**src/hdl/tdf_pkg.sv**
```systemverilog
// shared types and constants of the trial division factorizer
`default_nettype none

package tdf_pkg;

  localparam int unsigned VALUE_WIDTH = 32;
  localparam int unsigned CNT_W       = $clog2(VALUE_WIDTH);

  typedef logic [VALUE_WIDTH-1:0] value_t;
  typedef logic [CNT_W-1:0]       cnt_t;

  typedef enum logic [3:0] {
    ST_IDLE = 4'b0001,
    ST_DIV  = 4'b0010,
    ST_EVAL = 4'b0100,
    ST_EMIT = 4'b1000
  } state_e;

endpackage

`default_nettype wire

```
**src/hdl/trial_division_factorizer.sv**
```systemverilog
// trial division factorizer with a shared bit-serial divider
//
// Input channel: in_valid_i / in_stall_o with value_i. A beat is taken when
// valid is high and stall is low. in_stall_o is high from the accepted beat
// until its final result has been loaded into the output register, so one
// value is factored at a time, and the next value waits for that load.
// Output channel: out_valid_o / out_stall_i with factor_o, last_o, status_o.
// One beat per prime factor in ascending order; last_o marks the final one.
// Values below two give a single beat with factor 0 and status 1.
// Each trial division runs the restoring divider over all VALUE_WIDTH
// quotient bits, one quotient bit a cycle, then an evaluate step. A divisor
// that divides is tried again on the cofactor, and every factor found passes
// through the emit state, which waits until the output register frees. Trial
// divisors run from two up to the square root of the remaining cofactor, so a
// value of VALUE_WIDTH bits takes up to about 2^(VALUE_WIDTH/2) trials.
// A stalled output holds its beat; the sequencer waits with the next factor
// until the output register frees.
// Reset clears the sequencer and the output valid; the block is idle and
// ready for a value right after reset.
`default_nettype none

module trial_division_factorizer
  import tdf_pkg::*;
(
  input  wire logic   clk_i,
  input  wire logic   rst_ni,
  input  wire logic   in_valid_i,
  output logic        in_stall_o,
  input  wire value_t value_i,
  output logic        out_valid_o,
  input  wire logic   out_stall_i,
  output value_t      factor_o,
  output logic        last_o,
  output logic        status_o
);

  state_e state_q, state_d;
  value_t rem_q, rem_d;
  value_t div_q, div_d;
  value_t quo_q, quo_d;
  value_t par_q, par_d;
  cnt_t   cnt_q, cnt_d;
  value_t pend_factor_q, pend_factor_d;
  logic   pend_last_q, pend_last_d;
  logic   pend_status_q, pend_status_d;
  logic   out_valid_q, out_valid_d;
  value_t factor_q;
  logic   last_q, status_q;

  logic                 slot_free;
  logic                 out_load;
  logic [VALUE_WIDTH:0] trial;
  logic [VALUE_WIDTH:0] diff;
  logic                 fits;

  assign slot_free = !out_valid_q || !out_stall_i;

  // one restoring divide step
  assign trial = {par_q, quo_q[VALUE_WIDTH-1]};
  assign diff  = trial - {1'b0, div_q};
  assign fits  = trial >= {1'b0, div_q};

  always_comb begin
    state_d       = state_q;
    rem_d         = rem_q;
    div_d         = div_q;
    quo_d         = quo_q;
    par_d         = par_q;
    cnt_d         = cnt_q;
    pend_factor_d = pend_factor_q;
    pend_last_d   = pend_last_q;
    pend_status_d = pend_status_q;
    out_load      = 1'b0;
    case (state_q)
      ST_IDLE: begin
        if (in_valid_i) begin
          if (value_i < value_t'(2)) begin
            pend_factor_d = '0;
            pend_last_d   = 1'b1;
            pend_status_d = 1'b1;
            state_d       = ST_EMIT;
          end else begin
            rem_d   = value_i;
            div_d   = value_t'(2);
            quo_d   = value_i;
            par_d   = '0;
            cnt_d   = cnt_t'(VALUE_WIDTH - 1);
            state_d = ST_DIV;
          end
        end
      end
      ST_DIV: begin
        par_d = fits ? diff[VALUE_WIDTH-1:0] : trial[VALUE_WIDTH-1:0];
        quo_d = {quo_q[VALUE_WIDTH-2:0], fits};
        cnt_d = cnt_q - cnt_t'(1);
        if (cnt_q == '0) begin
          state_d = ST_EVAL;
        end
      end
      ST_EVAL: begin
        if (div_q <= quo_q) begin
          if (par_q == '0) begin
            rem_d         = quo_q;
            pend_factor_d = div_q;
            pend_last_d   = (quo_q == value_t'(1));
            pend_status_d = 1'b0;
            state_d       = ST_EMIT;
          end else begin
            div_d   = div_q + value_t'(1);
            quo_d   = rem_q;
            par_d   = '0;
            cnt_d   = cnt_t'(VALUE_WIDTH - 1);
            state_d = ST_DIV;
          end
        end else begin
          // cofactor left over is prime
          pend_factor_d = rem_q;
          pend_last_d   = 1'b1;
          pend_status_d = 1'b0;
          state_d       = ST_EMIT;
        end
      end
      ST_EMIT: begin
        if (slot_free) begin
          out_load = 1'b1;
          if (pend_last_q) begin
            state_d = ST_IDLE;
          end else begin
            quo_d   = rem_q;
            par_d   = '0;
            cnt_d   = cnt_t'(VALUE_WIDTH - 1);
            state_d = ST_DIV;
          end
        end
      end
      default: begin
        state_d = ST_IDLE;
      end
    endcase
  end

  always_comb begin
    out_valid_d = out_valid_q;
    if (out_load) begin
      out_valid_d = 1'b1;
    end else if (!out_stall_i) begin
      out_valid_d = 1'b0;
    end
  end

  always_ff @(posedge clk_i or negedge rst_ni) begin
    if (!rst_ni) begin
      state_q     <= ST_IDLE;
      out_valid_q <= 1'b0;
      cnt_q       <= '0;
    end else begin
      state_q     <= state_d;
      out_valid_q <= out_valid_d;
      cnt_q       <= cnt_d;
    end
  end

  always_ff @(posedge clk_i) begin
    rem_q         <= rem_d;
    div_q         <= div_d;
    quo_q         <= quo_d;
    par_q         <= par_d;
    pend_factor_q <= pend_factor_d;
    pend_last_q   <= pend_last_d;
    pend_status_q <= pend_status_d;
    if (out_load) begin
      factor_q <= pend_factor_q;
      last_q   <= pend_last_q;
      status_q <= pend_status_q;
    end
  end

  assign in_stall_o  = (state_q != ST_IDLE);
  assign out_valid_o = out_valid_q;
  assign factor_o    = factor_q;
  assign last_o      = last_q;
  assign status_o    = status_q;

endmodule

`default_nettype wire

```
**config.mk**
```make
export PLATFORM = sky130hd
export DESIGN_NAME = trial_division_factorizer
export DESIGN_NICKNAME = d
export VERILOG_FILES = /design/src/hdl/tdf_pkg.sv /design/src/hdl/trial_division_factorizer.sv
export SDC_FILE = /design/constraint.sdc
export NUM_CORES = 1
export LEC_CHECK = 0
export BUFFER_PORTS_ARGS = -buffer_cell sky130_fd_sc_hd__buf_2
export CAP_MARGIN = 30
export CORE_UTILIZATION = 56
export DETAILED_ROUTE_END_ITERATION = 7
export HOLD_SLACK_MARGIN = 0.05
export PLACE_DENSITY = 0.84
export RECOVER_POWER = 100
export SYNTH_ARGS = -nofsm -noshare
export SYNTH_HDL_FRONTEND = slang
export SYNTH_SLANG_ARGS = --single-unit
```
**constraint.sdc**
```tcl
create_clock -name clk_i -period 4.4 [get_ports clk_i]
set_input_delay 0.88 -clock clk_i [delete_from_list [all_inputs] [get_ports clk_i]]
set_output_delay 0.88 -clock clk_i [all_outputs]
set_load 0.1 [all_outputs]
```
# --- After elaboration in Yosys (flattened, before gate mapping) ---
# Cells that the tools add are included.
totals:
  register_bits: 206
  inputBits: 36
  output_inout_bits: 36
op_classes:
  addsub: 3
  n_lt_le_gt_ge: 3
  n_eq_ne: 16
  n_mux: 53
  reduce_logical: 13
ops:
  columns: ["cell", "count"]
  rows:
  - ["$mux 32", 21]
  - ["$pmux 32 s4", 2]
  - ["$pmux 32 s2", 3]
  - ["$ge 33x32->1", 1]
  - ["$add 32x1->32 const B", 1]
  - ["$eq 32x1->1 const B", 1]
  - ["$le 32x32->1", 1]
  - ["$logic_not 32->1", 1]
  - ["$lt 32x2->1 const B", 1]
  - ["$sub 32x32->32", 1]
  - ["$mux 5", 6]
  - ["$mux 4", 6]
  - ["$pmux 5 s4", 1]
  - ["$ne 2x2->1 const B", 8]
  - ["$pmux 4 s4", 1]
  - ["$mux 1", 10]
  - ["$reduce_and 4->1", 2]
  - ["$reduce_and 7->1", 1]
  - ["$reduce_and 6->1", 1]
  - ["$logic_not 5->1", 1]
  - ["$reduce_and 5->1", 1]
  - ["$sub 5x1->5 const B", 1]
  - ["$eq 4x1->1 const B", 1]
  - ["$eq 4x2->1 const B", 1]
  - ["12 further kinds", 14]

# --- Depth between registers and ports, before layout ---
logic_depth:
  word_depth: 5
  mapped_depth: 13

# --- Least setup slack after synthesis ---
# Ideal clock, no wire load.
synth_timing:
  kind: "reg2reg"
  startpoint: "reg div_q[9]"
  endpoint: "reg div_q[0], enable pin"
  setup_time_ns: 0.432
  arrival_ns: 4.068
  setup_slack_ns: -0.100
  stages_incl_launch_ff: 13
  path_cell_list: "edfxtp_1 ha_1 a21o_1 a21o_1 a21oi_1 o21a_1 o221ai_1 a21oi_1 a21o_1 buf_2 buf_1 nand3_1 a21oi_1"
synth_via:
  elab_chain_cells: 3
synth_lines:
  columns: ["element", "line_no", "source"]
  rows:
  - ["from (decl)", "trial_division_factorizer.sv:39", "value_t div_q, div_d;"]
  - ["from (signal assigned)", "trial_division_factorizer.sv:165", "div_q <= div_d;"]
  - ["$le 32x32->1", "trial_division_factorizer.sv:101", "if (div_q <= quo_q) begin"]
  - ["$ne 2x2->1 (no line)", null, null]
  - ["$reduce_and 5->1 (no line)", null, null]
# No other way between the ends.
# A chain may end at the register's enable or synchronous reset.

# --- Worst setup path after layout ---
layout_timing:
  startpoint: "reg div_q[9]"
  endpoint: "reg par_q[24], enable pin"
layout_via:
  elab_chain_cells: 3
layout_lines:
  columns: ["element", "line_no", "source"]
  rows:
  - ["$le 32x32->1", "trial_division_factorizer.sv:101", null]
  - ["$ne 2x2->1 (no line)", null, null]
  - ["$reduce_and 7->1 (no line)", null, null]
  - ["to (signal assigned)", "trial_division_factorizer.sv:167", "par_q <= par_d;"]
  - ["to (decl)", "trial_division_factorizer.sv:41", "value_t par_q, par_d;"]
# No other way between the ends.

==> impl_metrics.tcl <==
set metrics [dict create \
    status "finished with violations" \
    violations "design-rule violations, max-capacitance violations, max-slew violations" \
    clock_path_buffers 3 \
    drt_iter0_drc 1434 \
    place_hpwl_um 22300 \
    hold_violations 0 \
    fin_crit_sh_pct 91.6 \
    synthTopCellsByArea "edfxtp_1, ha_1, nor2_1" \
    route.final.wire_length_um 32600 \
    r2r_slack_ps 370 \
    max_stage_delay_ps 640 \
    required_ps 4540 \
    avgSynthCellArea_um2 10.1 \
    drc 11 \
    ys_seq_area_share_pct 50.1 \
    worst_setup_path_end_kind "flip-flop" \
    layout_setup_ws_ps 372 \
    synthCells 1213 \
    dieArea_um2 22500 \
    die_h_um 150 \
    ir_drop_mv 0.683 \
    p_clk_share_pct 22.0 \
    p_total_mw 9.48 \
    clk_latency_ps 520 \
    slew_headroom_pct -58.2 \
    maxSlewViolCount 19 \
    grt_pass1_vias 9743 \
    path_common_cell "a21o_1" \
    fin_util_pct 64.4 \
    antenna_left 0 \
    finClkSkew_ps 22.7 \
    async_reset_ff_share_pct 4.85 \
    syn_to_final_growth_pct 11.4 \
    nFillCells 1683 \
    grt_max_degree 72 \
    path_buf_inv 1 \
    arrival_ps 4170 \
    fin_crit_ps 4030 \
    crit_fanout 24 \
    synth_top_area_cell "edfxtp_1" \
    synth_area_um2 12300 \
    drv_cap 1 \
    rsz0062_at_grt "no" \
    antenna_cells 0 \
    slowest_stage "clkbuf_2" \
    postCtsResizedCells 0 \
    p_sw_share_pct 40.9 \
    io_pins 72 \
    synthFlopType "edfxtp_1" \
    synth_common_cells "edfxtp_1, nor2_1, a21oi_1, inv_1, nand2_1" \
    cts_setup_buffers 0 \
    hold_class "input pin to asynchronous set/reset pin" \
    p_leak_nw 5.50 \
    routedWlPerCell_um 20.7 \
    core_um2 21200 \
    initial_core_util_pct 57.8 \
    ys_seq_elements 206 \
    r2r_cells 10 \
    p_per_area_nw_per_um2 694 \
    numCtsBuffers 23 \
    vias 10135 \
    antenna_found_initial 0 \
    worstSetupPathType "flip-flop to flip-flop" \
    cts_tree "done" \
    place.gp.congestion 0.936 \
    crit_chain "ha_1 -> a21o_1 -> a21o_1 -> a21oi_1 -> o21a_1 -> o221ai_1 -> a21oi_1 -> a21o_1 -> o2bb2ai_2 -> clkbuf_2" \
    htreeDepth 1 \
    whs_ps 329 \
    p_switching_mw 3.87 \
    vias_per_cell 6.45 \
    setup_viol 0 \
    clk_pin_slew_worst_paths_ps 60 \
    overflow 0 \
    max_slew.worst_pin.slew_ps 2370 \
    drive_gt1_share_pct 8.94 \
    cts_root_buf "clkbuf_16" \
    row_count 53 \
    place_ws_ps 763 \
    cts_hold_buf 0 \
    drtPass1Iterations 8 \
    synth_edf_count 196 \
    path_delay_family "compound AO/OA/AOI/OAI gates" \
    seqPwrFrac_pct 34.8 \
    fmax_mhz 248 \
    die_x_um 150 \
    grt_usage_pct 29.9 \
    finalSetupTns_ps 0 \
    yosys_warnings 0 \
    combPwrFrac_pct 43.2 \
    reg2reg_to "par_q[24]$_SDFFCE_PN0P_" \
    port_buffers 71 \
    reg2reg_from "div_q[9]$_SDFFCE_PN0P_" \
    synth.net_count 1317 \
    synth_cell_type_count 70 \
    grt_pass1_wl_um 52200 \
    internal_power_mw 5.61 \
    start_kind "flip-flop" \
    fin_nets 1384 \
    synth_top_area_share_pct 48.0 \
    cts_sinks 206 \
]
==> sequential cells by signal, summed over array words and instances (netlist names) <==
| signal | cells |
|---|---|
| div_q | 32 |
| factor_o | 32 |
| par_q | 32 |
| pend_factor_q | 32 |
| quo_q | 32 |
| rem_q | 32 |
| cnt_q | 5 |
| state_q | 4 |
| last_o | 1 |
| out_valid_o | 1 |
| pend_last_q | 1 |
| pend_status_q | 1 |
| status_o | 1 |
==> power by group through the flow <==
stage,clock network (mW),logic [mW],registers (mW)
3_5_place_dp,0,4.06,3.30
4_1_cts,2.10,4.12,3.27
6_report,2.09,4.10,3.30
3_3_place_gp,0,3.92,3.29
2_1_floorplan,0,3.08,3.16
5_1_grt,2.17,4.51,3.33
==> metal layers <==
layer  global-route usage (%)  vias to the layer above  share of wire, %
met5                        0                        -                 0
met4                     10.7                        0               3.9
met3                     4.39                      100               9.1
met2                     48.8                      600                47
met1                     40.6                     4793                40
li1                         -                     4642                 -
==> worst max-delay path by stage <==
stage | startpoint | end | slack (ps) | cells past startpoint
4_1_cts | div_q[16]$_SDFFCE_PN0P_ | par_q[16]$_SDFFCE_PN0P_ | 730 | 12
3_3_place_gp | quo_q[31]$_DFFE_PP_ | par_q[30]$_SDFFCE_PN0P_ | 870 | 12
3_5_place_dp | quo_q[31]$_DFFE_PP_ | par_q[30]$_SDFFCE_PN0P_ | 760 | 12
2_1_floorplan | div_q[9]$_SDFFCE_PN0P_ | quo_q[0]$_DFFE_PP_ | 240 | 12
5_1_grt | div_q[14]$_SDFFCE_PN0P_ | par_q[16]$_SDFFCE_PN0P_ | 220 | 12
6_report | div_q[9]$_SDFFCE_PN0P_ | par_q[24]$_SDFFCE_PN0P_ | 370 | 10
==> layout make-up <==
cell class	count	area (µm²)	share of cell area (%)
clock buffer	24	579	4.24
clock inverter	18	235	1.72
inverter	79	298	2.18
multi-input combinational	873	5580	40.9
sequential	206	6140	44.9
tap	275	344	2.52
timing repair buffer	97	484	3.55
==> cell usage in the layout, fill, tap and decap left out, types with 34 or more instances in the layout <==
| cell | n |
|---|---|
| a21oi_1 | 125 |
| clkbuf_1 | 40 |
| o21ai_0 | 51 |
| ha_1 | 67 |
| nand2_1 | 71 |
| nor2_1 | 194 |
| edfxtp_1 | 196 |
| buf_2 | 34 |
| mux2i_1 | 42 |
| xnor2_1 | 40 |
| inv_1 | 77 |
==> metrics by stage <==
stage,instances,area [µm²]
after floorplan,1213,12300
after global placement,1529,13000
after global routing,1572,13700
final,1572,13700
after detailed placement,1530,13000
after CTS,1572,13800
==> kinds of logic after synthesis <==
| family | count (synthesis) | synth area share [%] |
|---|---|---|
| XOR/XNOR | 50 | 3.57 |
| multiplexers | 44 | 3.61 |
| flip-flops | 206 | 50.1 |
| buffers and inverters | 134 | 4.24 |
| adder cells (fa/ha/maj) | 68 | 7.00 |
| AND/OR/NAND/NOR | 418 | 16.2 |
| AO/OA/AOI/OAI | 293 | 15.3 |
No activity file was read; power rests on OpenSTA's default activity.
